`config.mk`:
```
export PLATFORM = sky130hd
export DESIGN_NAME = packet_header_field_extractor
export DESIGN_NICKNAME = d
export VERILOG_FILES = /design/src/hw/rtl/phfe_pkg.sv /design/src/hw/rtl/phfe_parser.sv /design/src/hw/rtl/phfe_out_stage.sv /design/src/hw/rtl/packet_header_field_extractor.sv
export SDC_FILE = /design/constraint.sdc
export NUM_CORES = 1
export LEC_CHECK = 0
export BUFFER_PORTS_ARGS = -buffer_cell sky130_fd_sc_hd__buf_2
export CAP_MARGIN = 20
export CORE_MARGIN = 5
export CORE_UTILIZATION = 55
export DETAILED_ROUTE_END_ITERATION = 10
export GPL_ROUTABILITY_DRIVEN = 0
export GPL_TIMING_DRIVEN = 0
export PLACE_DENSITY = 0.86
export SLEW_MARGIN = 0
export SYNTH_ARGS = -nofsm -noshare
export SYNTH_HDL_FRONTEND = slang
export SYNTH_HIERARCHICAL = 1
export SYNTH_SLANG_ARGS = --single-unit
```
`constraint.sdc`:
```
create_clock -name clk -period 3.8 [get_ports clk]
set_input_delay 0.57 -clock clk [delete_from_list [all_inputs] [get_ports clk]]
set_output_delay 0.57 -clock clk [all_outputs]
set_load 0.02 [all_outputs]
```
`src/hw/rtl/phfe_pkg.sv`:
```
// Package for the packet header field extractor.
// Holds the result word type, field ids, status codes and header layout constants.
// No dependencies.
package phfe_pkg;

    localparam int FIELD_ID_W = 5;
    localparam int VALUE_W    = 16;
    localparam int STATUS_W   = 2;

    // Header layout: fixed head, password, then zone/product/cap area and trailing bytes
    localparam int FIXED_HEAD     = 26;
    localparam int WORD_AREA_END  = 24;
    localparam int ZONE_AREA_LEN  = 20;
    localparam int TAIL_LEN       = 4;

    localparam logic MODE_DATA = 1'b0;
    localparam logic MODE_END  = 1'b1;

    localparam logic CFG_DEFAULT_ZONE     = 1'b0;
    localparam logic CFG_EXPECTED_VERSION = 1'b1;

    localparam logic [STATUS_W-1:0] ST_OK        = 2'd0;
    localparam logic [STATUS_W-1:0] ST_BAD_VER   = 2'd1;
    localparam logic [STATUS_W-1:0] ST_TRUNCATED = 2'd2;

    localparam logic [FIELD_ID_W-1:0] FID_VERSION  = 5'd9;
    localparam logic [FIELD_ID_W-1:0] FID_PROD_LO  = 5'd12;
    localparam logic [FIELD_ID_W-1:0] FID_REV_MAJ  = 5'd13;
    localparam logic [FIELD_ID_W-1:0] FID_PASSWORD = 5'd14;
    localparam logic [FIELD_ID_W-1:0] FID_PROD_HI  = 5'd15;
    localparam logic [FIELD_ID_W-1:0] FID_REV_MIN  = 5'd16;
    localparam logic [FIELD_ID_W-1:0] FID_CAPWORD  = 5'd17;
    localparam logic [FIELD_ID_W-1:0] FID_ORIG_ZONE  = 5'd18;
    localparam logic [FIELD_ID_W-1:0] FID_DEST_ZONE  = 5'd19;
    localparam logic [FIELD_ID_W-1:0] FID_ORIG_POINT = 5'd20;
    localparam logic [FIELD_ID_W-1:0] FID_DEST_POINT = 5'd21;
    localparam logic [FIELD_ID_W-1:0] FID_DONE       = 5'd22;

    typedef struct packed {
        logic [FIELD_ID_W-1:0] field_id;
        logic [VALUE_W-1:0]    field_value;
        logic [STATUS_W-1:0]   status;
        logic                  last;
    } result_t;

endpackage

```
`src/hw/rtl/phfe_parser.sv`:
```
// Header parser: byte offset, holds and zone/capability state, one byte per step.
// Depends on phfe_pkg.
module phfe_parser #(
    parameter int PASSWORD_LEN = 8
) (
    input  logic                  clk,
    input  logic                  rst_n,
    input  logic                  step_en,
    input  logic                  mode,
    input  logic [7:0]            data_byte,
    input  logic [15:0]           default_zone,
    input  logic [15:0]           expected_version,
    output logic                  result_valid,
    output phfe_pkg::result_t     result
);

    localparam int HDR_LEN = phfe_pkg::FIXED_HEAD + PASSWORD_LEN
                           + phfe_pkg::ZONE_AREA_LEN + phfe_pkg::TAIL_LEN;
    localparam int OW    = $clog2(HDR_LEN + 1);
    localparam int REL_W = 5;

    localparam logic [OW-1:0] OFF_WORD_END = OW'(phfe_pkg::WORD_AREA_END);
    localparam logic [OW-1:0] OFF_PROD_LO  = OW'(phfe_pkg::WORD_AREA_END);
    localparam logic [OW-1:0] OFF_REV_MAJ  = OW'(phfe_pkg::WORD_AREA_END + 1);
    localparam logic [OW-1:0] OFF_ZSTART   = OW'(phfe_pkg::FIXED_HEAD + PASSWORD_LEN);

    // offsets relative to the zone area
    localparam logic [REL_W-1:0] REL_ORIG_ZONE_HI = 5'd1;
    localparam logic [REL_W-1:0] REL_DEST_ZONE_HI = 5'd3;
    localparam logic [REL_W-1:0] REL_SPARE_HI     = 5'd5;
    localparam logic [REL_W-1:0] REL_CAPSWAP_LO   = 5'd6;
    localparam logic [REL_W-1:0] REL_CAPSWAP_HI   = 5'd7;
    localparam logic [REL_W-1:0] REL_PROD_HI      = 5'd8;
    localparam logic [REL_W-1:0] REL_REV_MIN      = 5'd9;
    localparam logic [REL_W-1:0] REL_CAPWORD_HI   = 5'd11;
    localparam logic [REL_W-1:0] REL_OZONE_HI     = 5'd13;
    localparam logic [REL_W-1:0] REL_DZONE_HI     = 5'd15;
    localparam logic [REL_W-1:0] REL_OPOINT_HI    = 5'd17;
    localparam logic [REL_W-1:0] REL_DPOINT_HI    = 5'd19;
    localparam logic [REL_W-1:0] REL_LAST =
        REL_W'(phfe_pkg::ZONE_AREA_LEN + phfe_pkg::TAIL_LEN - 1);

    typedef enum logic {
        PH_RECV,
        PH_DONE
    } phase_t;

    phase_t      phase_reg, phase_next;
    logic [OW-1:0] offset_reg, offset_next;
    logic [7:0]  low_hold_reg, low_hold_next;
    logic [15:0] swap_cap_reg, swap_cap_next;
    logic [15:0] cap_valid_reg, cap_valid_next;
    logic [15:0] lzone0_reg, lzone0_next;
    logic [15:0] lzone1_reg, lzone1_next;

    logic [15:0]      word;
    logic [OW-1:0]    rel_full;
    logic [REL_W-1:0] rel;

    function automatic logic [15:0] pick_zone(
        input logic [15:0] dflt,
        input logic [15:0] legacy,
        input logic [15:0] ext,
        input logic        cap_ok
    );
        logic [15:0] z;
        z = dflt;
        if (legacy != 16'd0)
            z = legacy;
        if (cap_ok && ext != 16'd0)
            z = ext;
        return z;
    endfunction

    assign word     = {data_byte, low_hold_reg};
    assign rel_full = offset_reg - OFF_ZSTART;
    assign rel      = rel_full[REL_W-1:0];

    always_comb
    begin
        phase_next     = phase_reg;
        offset_next    = offset_reg;
        low_hold_next  = low_hold_reg;
        swap_cap_next  = swap_cap_reg;
        cap_valid_next = cap_valid_reg;
        lzone0_next    = lzone0_reg;
        lzone1_next    = lzone1_reg;
        result_valid       = 1'b0;
        result.field_id    = phfe_pkg::FID_DONE;
        result.field_value = word;
        result.status      = phfe_pkg::ST_OK;
        result.last        = 1'b0;

        if (mode == phfe_pkg::MODE_END)
        begin
            if (phase_reg == PH_RECV && offset_reg != '0)
            begin
                result_valid       = 1'b1;
                result.field_id    = phfe_pkg::FID_DONE;
                result.field_value = 16'(offset_reg);
                result.status      = phfe_pkg::ST_TRUNCATED;
                result.last        = 1'b1;
            end
            phase_next     = PH_RECV;
            offset_next    = '0;
            low_hold_next  = '0;
            swap_cap_next  = '0;
            cap_valid_next = '0;
            lzone0_next    = '0;
            lzone1_next    = '0;
        end
        else if (phase_reg == PH_RECV)
        begin
            offset_next = offset_reg + 1'b1;
            if (offset_reg < OFF_WORD_END)
            begin
                if (!offset_reg[0])
                    low_hold_next = data_byte;
                else
                begin
                    result_valid    = 1'b1;
                    result.field_id = {1'b0, offset_reg[4:1]};
                    if (result.field_id == phfe_pkg::FID_VERSION && word != expected_version)
                    begin
                        phase_next    = PH_DONE;
                        result.status = phfe_pkg::ST_BAD_VER;
                        result.last   = 1'b1;
                    end
                end
            end
            else if (offset_reg == OFF_PROD_LO)
            begin
                result_valid       = 1'b1;
                result.field_id    = phfe_pkg::FID_PROD_LO;
                result.field_value = {8'd0, data_byte};
            end
            else if (offset_reg == OFF_REV_MAJ)
            begin
                result_valid       = 1'b1;
                result.field_id    = phfe_pkg::FID_REV_MAJ;
                result.field_value = {8'd0, data_byte};
            end
            else if (offset_reg < OFF_ZSTART)
            begin
                result_valid       = 1'b1;
                result.field_id    = phfe_pkg::FID_PASSWORD;
                result.field_value = {8'd0, data_byte};
            end
            else
            begin
                case (rel)
                    REL_ORIG_ZONE_HI: lzone0_next = word;
                    REL_DEST_ZONE_HI: lzone1_next = word;
                    REL_SPARE_HI: ;
                    REL_CAPSWAP_HI: swap_cap_next = {low_hold_reg, data_byte};
                    REL_PROD_HI:
                    begin
                        result_valid       = 1'b1;
                        result.field_id    = phfe_pkg::FID_PROD_HI;
                        result.field_value = {8'd0, data_byte};
                    end
                    REL_REV_MIN:
                    begin
                        result_valid       = 1'b1;
                        result.field_id    = phfe_pkg::FID_REV_MIN;
                        result.field_value = {8'd0, data_byte};
                    end
                    REL_CAPWORD_HI:
                    begin
                        cap_valid_next = (word != 16'd0 && word == swap_cap_reg) ? word : 16'd0;
                        result_valid       = 1'b1;
                        result.field_id    = phfe_pkg::FID_CAPWORD;
                        result.field_value = cap_valid_next;
                    end
                    REL_OZONE_HI:
                    begin
                        result_valid       = 1'b1;
                        result.field_id    = phfe_pkg::FID_ORIG_ZONE;
                        result.field_value = pick_zone(default_zone, lzone0_reg, word,
                                                       cap_valid_reg != 16'd0);
                    end
                    REL_DZONE_HI:
                    begin
                        result_valid       = 1'b1;
                        result.field_id    = phfe_pkg::FID_DEST_ZONE;
                        result.field_value = pick_zone(default_zone, lzone1_reg, word,
                                                       cap_valid_reg != 16'd0);
                    end
                    REL_OPOINT_HI:
                    begin
                        result_valid       = 1'b1;
                        result.field_id    = phfe_pkg::FID_ORIG_POINT;
                        result.field_value = (cap_valid_reg != 16'd0) ? word : 16'd0;
                    end
                    REL_DPOINT_HI:
                    begin
                        result_valid       = 1'b1;
                        result.field_id    = phfe_pkg::FID_DEST_POINT;
                        result.field_value = (cap_valid_reg != 16'd0) ? word : 16'd0;
                    end
                    REL_LAST:
                    begin
                        phase_next         = PH_DONE;
                        result_valid       = 1'b1;
                        result.field_id    = phfe_pkg::FID_DONE;
                        result.field_value = 16'd0;
                        result.last        = 1'b1;
                    end
                    default:
                    begin
                        // even offsets in the zone area hold the low byte
                        if (!rel[0] || rel == REL_CAPSWAP_LO)
                            low_hold_next = data_byte;
                    end
                endcase
            end
        end
    end

    always_ff @(posedge clk or negedge rst_n)
    begin
        if (!rst_n)
        begin
            phase_reg     <= PH_RECV;
            offset_reg    <= '0;
            low_hold_reg  <= '0;
            swap_cap_reg  <= '0;
            cap_valid_reg <= '0;
            lzone0_reg    <= '0;
            lzone1_reg    <= '0;
        end
        else if (step_en)
        begin
            phase_reg     <= phase_next;
            offset_reg    <= offset_next;
            low_hold_reg  <= low_hold_next;
            swap_cap_reg  <= swap_cap_next;
            cap_valid_reg <= cap_valid_next;
            lzone0_reg    <= lzone0_next;
            lzone1_reg    <= lzone1_next;
        end
    end

endmodule

```
`src/hw/rtl/phfe_out_stage.sv`:
```
// Result register: holds one result word until the consumer takes it.
// Depends on phfe_pkg.
module phfe_out_stage (
    input  logic              clk,
    input  logic              rst_n,
    input  logic              load,
    input  phfe_pkg::result_t load_data,
    input  logic              ready,
    output logic              valid,
    output logic              free,
    output phfe_pkg::result_t data
);

    logic              valid_reg, valid_next;
    phfe_pkg::result_t data_reg;

    assign free = !valid_reg || ready;

    always_comb
    begin
        valid_next = valid_reg;
        if (load)
            valid_next = 1'b1;
        else if (ready)
            valid_next = 1'b0;
    end

    always_ff @(posedge clk or negedge rst_n)
    begin
        if (!rst_n)
            valid_reg <= 1'b0;
        else
            valid_reg <= valid_next;
    end

    always_ff @(posedge clk)
    begin
        if (load)
            data_reg <= load_data;
    end

    assign valid = valid_reg;
    assign data  = data_reg;

endmodule

```
`src/hw/rtl/packet_header_field_extractor.sv`:
```
// Packet header field extractor, top level.
// Path: input register -> parser logic -> result register.
// Throughput: one word per cycle while the result register is free to take a word.
// Words that give no result pass through the parser without using the result register.
// Reset (async, active low) clears the parser state and both valid flags;
// config registers return to default_zone = 1, expected_version = 2.
module packet_header_field_extractor #(
    parameter int PASSWORD_LEN = 8
) (
    input  logic        clk,
    input  logic        rst_n,
    // header byte channel
    input  logic        item_valid,
    output logic        item_ready,
    input  logic        mode,
    input  logic [7:0]  data_byte,
    // result channel
    output logic        result_valid,
    input  logic        result_ready,
    output logic [4:0]  field_id,
    output logic [15:0] field_value,
    output logic [1:0]  status,
    output logic        last,
    // config write channel
    input  logic        cfg_valid,
    output logic        cfg_ready,
    input  logic        cfg_index,
    input  logic [15:0] cfg_data
);

    // config registers
    logic [15:0] default_zone_reg;
    logic [15:0] expected_version_reg;

    // input register
    logic       in_valid_reg, in_valid_next;
    logic       in_mode_reg;
    logic [7:0] in_byte_reg;

    logic              advance;
    logic              out_free;
    logic              step_result_valid;
    phfe_pkg::result_t step_result;
    phfe_pkg::result_t out_word;

    assign cfg_ready = 1'b1;

    always_ff @(posedge clk or negedge rst_n)
    begin
        if (!rst_n)
        begin
            default_zone_reg     <= 16'd1;
            expected_version_reg <= 16'd2;
        end
        else if (cfg_valid)
        begin
            case (cfg_index)
                phfe_pkg::CFG_DEFAULT_ZONE:     default_zone_reg     <= cfg_data;
                phfe_pkg::CFG_EXPECTED_VERSION: expected_version_reg <= cfg_data;
                default: ;
            endcase
        end
    end

    // the parser steps whenever a word is waiting and the result register can take a word
    assign advance    = in_valid_reg && out_free;
    assign item_ready = !in_valid_reg || advance;

    always_comb
    begin
        in_valid_next = in_valid_reg;
        if (item_valid && item_ready)
            in_valid_next = 1'b1;
        else if (advance)
            in_valid_next = 1'b0;
    end

    always_ff @(posedge clk or negedge rst_n)
    begin
        if (!rst_n)
            in_valid_reg <= 1'b0;
        else
            in_valid_reg <= in_valid_next;
    end

    always_ff @(posedge clk)
    begin
        if (item_valid && item_ready)
        begin
            in_mode_reg <= mode;
            in_byte_reg <= data_byte;
        end
    end

    phfe_parser #(
        .PASSWORD_LEN (PASSWORD_LEN)
    ) u_parser (
        .clk              (clk),
        .rst_n            (rst_n),
        .step_en          (advance),
        .mode             (in_mode_reg),
        .data_byte        (in_byte_reg),
        .default_zone     (default_zone_reg),
        .expected_version (expected_version_reg),
        .result_valid     (step_result_valid),
        .result           (step_result)
    );

    phfe_out_stage u_out (
        .clk       (clk),
        .rst_n     (rst_n),
        .load      (advance && step_result_valid),
        .load_data (step_result),
        .ready     (result_ready),
        .valid     (result_valid),
        .free      (out_free),
        .data      (out_word)
    );

    assign field_id    = out_word.field_id;
    assign field_value = out_word.field_value;
    assign status      = out_word.status;
    assign last        = out_word.last;

endmodule
```
==> run_results.csv <==
group,metric,value,unit
outcome,status,"complete, no violations",
timing,min_period,3660,ps
routing,routedWlPerCell,23.3,um
finish,final_cells,983,
global_route,gr-total-overflow,0,
synth,synth.top_cell.area_share,35.2,%
finish,diodes,0,
finish,syn_to_final_growth,13.6,%
synth,synth_nets,752,
place,port-buffer-count,56,
power_and_ir_drop,p_total,7030,uW
finish,stdcell_area,8950,um2
timing,finalSetupViolCount,0,
synth,yosysWarnings,6,
synth,synth_edf_count,33,
setup_path,crit_path_top_delay_cell,"and3_2",
finish,largest_reg_flops,24,
clock_tree,root_buffer,"clkbuf_16",
routing,ant_nets,0,
die,die_area,16800,um2
setup_path,crit_type,"register to register",
die,die_y,130,um
setup_path,crit_chain,"buf_2 > inv_1 > ha_1 > buf_2 > nor2b_1 > a21oi_1 > a2111o_1 > o21ai_0 > o21ai_0 > nand2_1 > and3_2",
timing,min_period_over_period,96.3,%
die,die_w,130,um
setup_path,r2r-end,"u_out/data[18]",
setup_path,r2r-start,"u_parser/offset_reg[2]",
place,dpl.cell_count,951,
timing,relSlewSlack,33.6,%
clock_tree,cts_made_buffers,17,
die,initial_core_util,56.4,%
synth,syn_avg_cell_area,11.0,um2
routing,drt-total-wl,22900,um
global_route,grt_antenna_before_repair,0,
synth,synth.distinct_cells,78,
routing,vias,6776,
clock_tree,postCtsSetupRepairBufs,0,
setup_path,cp-endpoint,"u_out/data[18]",
routing,first_pass_iters,7,
synth,yosysMostFrequentCell,"dfrtp_1",
setup_path,critPathMaxFanout,25,
die,num_io_pins,58,
timing,worst_hold_slack,141,ps
synth,synthArstFlopShare,77.4,%
die,core_region_area,14000,um2
power_and_ir_drop,ir_drop,387,uV
global_route,grt_pass1_vias,6507,
clock_tree,clk_pin_slew,60,ps
synth,ys_ff_latch,146,
timing,worst_slew_pin_slew,985,ps
setup_path,cp-end-kind,"register",
clock_tree,clkLatencyLatePin,430,ps
finish,nets,828,
timing,clock_skew,8.23,ps
synth,ys_seq_area_share,48.5,%
power_and_ir_drop,powerDensity,785,nW/um2
synth,synth_largest_area_cell,"dfrtp_1",
timing,fin_tns_setup,0,ps
synth,synthCells,714,
timing,clock.fmax,0.273,GHz
die,rows,43,
setup_path,startpoint,"u_parser/offset_reg[2]",
synth,synthTopCellsByArea,"dfrtp_1 35%, edfxtp_1 13%, mux2_2 10%, a21oi_1 3.7%, o22ai_1 2.1%",
routing,drc,0,
synth,syn_area,7880,um2
clock_tree,cts_buffer_depth,2,
routing,drtIter0Drc,1209,
setup_path,r2r_cells,11,
global_route,grt_first_pass_wirelength,35600,um
timing,hold_violations,0,
global_route,track_usage,28.0,%
setup_path,cpPeakStageDelay,590,ps
synth,synth_commonest_cells,"111 x dfrtp_1, 71 x mux2_2, 58 x a21oi_1",
setup_path,cp_data_arrival_time,3720,ps
global_route,grt_max_degree,72,
clock_tree,cts_tree,"yes",
hold_path,hold_class,"input port to asynchronous set/reset pin",
place,placed_area,8420,um2
routing,via_per_inst,6.89,
finish,drive_gt1_share,27.4,%
setup_path,r2r_slack,140,ps
place,dp_hpwl,16000,um
setup_path,cp_data_required_time,3870,ps
power_and_ir_drop,power_leakage,0.00370,uW
clock_tree,cts_htree_levels,4,
flow_run,drv_cap,0,
synth,synthFlopType,"dfrtp_1",
timing,rsz0062_at_grt,"false",
timing,drv_slew,0,
clock_tree,clock_sinks,146,
setup_path,critPathLaunchType,"register",
-- per-layer routing --
| metal | vias to the layer above | track usage (%) | part of all wire (%) |
|---|---|---|---|
| li1 | 2853 | - | - |
| met1 | 3268 | 36.9 | 39 |
| met2 | 527 | 42.4 | 44 |
| met3 | 128 | 7.33 | 11 |
| met4 | 0 | 15.3 | 5.9 |
| met5 | - | 0 | 0 |
-- worst min-delay path by stage --
| stage | start | depth (start not counted) | to | slack (ps) |
|---|---|---|---|---|
| detailed placement | u_parser/cap_valid_reg[10] | 1 | u_parser/cap_valid_reg[10] | 500 |
| floorplan | rst_n | 0 | default_zone_reg[10] | 270 |
| CTS | rst_n | 1 | u_parser/offset_reg[1] | 150 |
| global route | rst_n | 1 | u_parser/cap_valid_reg[3] | 200 |
| global placement | u_parser/cap_valid_reg[10] | 1 | u_parser/cap_valid_reg[10] | 490 |
| finish | rst_n | 1 | u_parser/cap_valid_reg[15] | 140 |
-- worst max-delay path, delay by kind of cell (launching register included) --
kind / cells / cell delay [ps]
buffers and inverters: 3 / 630
adder cells (fa/ha/maj): 1 / 290
AO/OA/AOI/OAI: 4 / 940
flip-flops: 1 / 460
AND/OR/NAND/NOR: 3 / 960
-- cell families after synthesis --
| logic type | after synthesis | synth area share [%] |
|---|---|---|
| flip-flops | 146 | 48.5 |
| AO/OA/AOI/OAI | 198 | 17.1 |
| AND/OR/NAND/NOR | 169 | 12.3 |
| adder cells (fa/ha/maj) | 7 | 1.11 |
| other | 1 | 0.0476 |
| buffers and inverters | 76 | 4.87 |
| XOR/XNOR | 35 | 3.89 |
| multiplexers | 82 | 12.2 |
-- stage by stage --
stage	setup WS [ps]	util, %
after floorplan	646	-
after global placement	-16.0	60.0
after detailed placement	-50.8	60.2
after CTS	276	64.0
after global routing	78.0	64.0
final	142	64.0
-- where the power goes --
group / switching, uW / internal [uW] / total (uW)
clock: 686 / 837 / 1520
combinational: 1820 / 1110 / 2930
sequential: 457 / 2120 / 2580
total: 2970 / 4060 / 7030
-- area by class of cell --
| cell class | instances | area (um2) |
|---|---|---|
| buffer | 50 | 287 |
| clock buffer | 17 | 425 |
| clock inverter | 15 | 106 |
| fill | 1062 | 5040 |
| inverter | 26 | 97.6 |
| multi-input combinational | 492 | 3680 |
| sequential | 146 | 3820 |
| tap | 180 | 225 |
| timing repair buffer | 57 | 310 |
-- cell usage in the layout (no fill, tap or decap), types with 18 or more instances in the layout --
cell type | netlist | final
a21oi_1 | 58 | 58
buf_2 | 12 | 67
clkbuf_1 | 21 | 21
dfrtp_1 | 111 | 111
edfxtp_1 | 33 | 33
inv_1 | 24 | 24
mux2_2 | 71 | 71
nand2_1 | 31 | 31
nand3_1 | 20 | 20
nor2_1 | 22 | 22
nor4_1 | 25 | 25
o211ai_1 | 20 | 20
o21ai_0 | 21 | 21
o22ai_1 | 27 | 27
xor2_1 | 18 | 18
-- repair_timing --
| item | 4_1_cts | 5_1_grt |
|---|---|---|
| gates resized for setup | 1 | 0 |
| hold buffers | 0 | 0 |
| endpoints found under the setup margin | 25 | 0 |
Power figures use the tool's default switching activity.
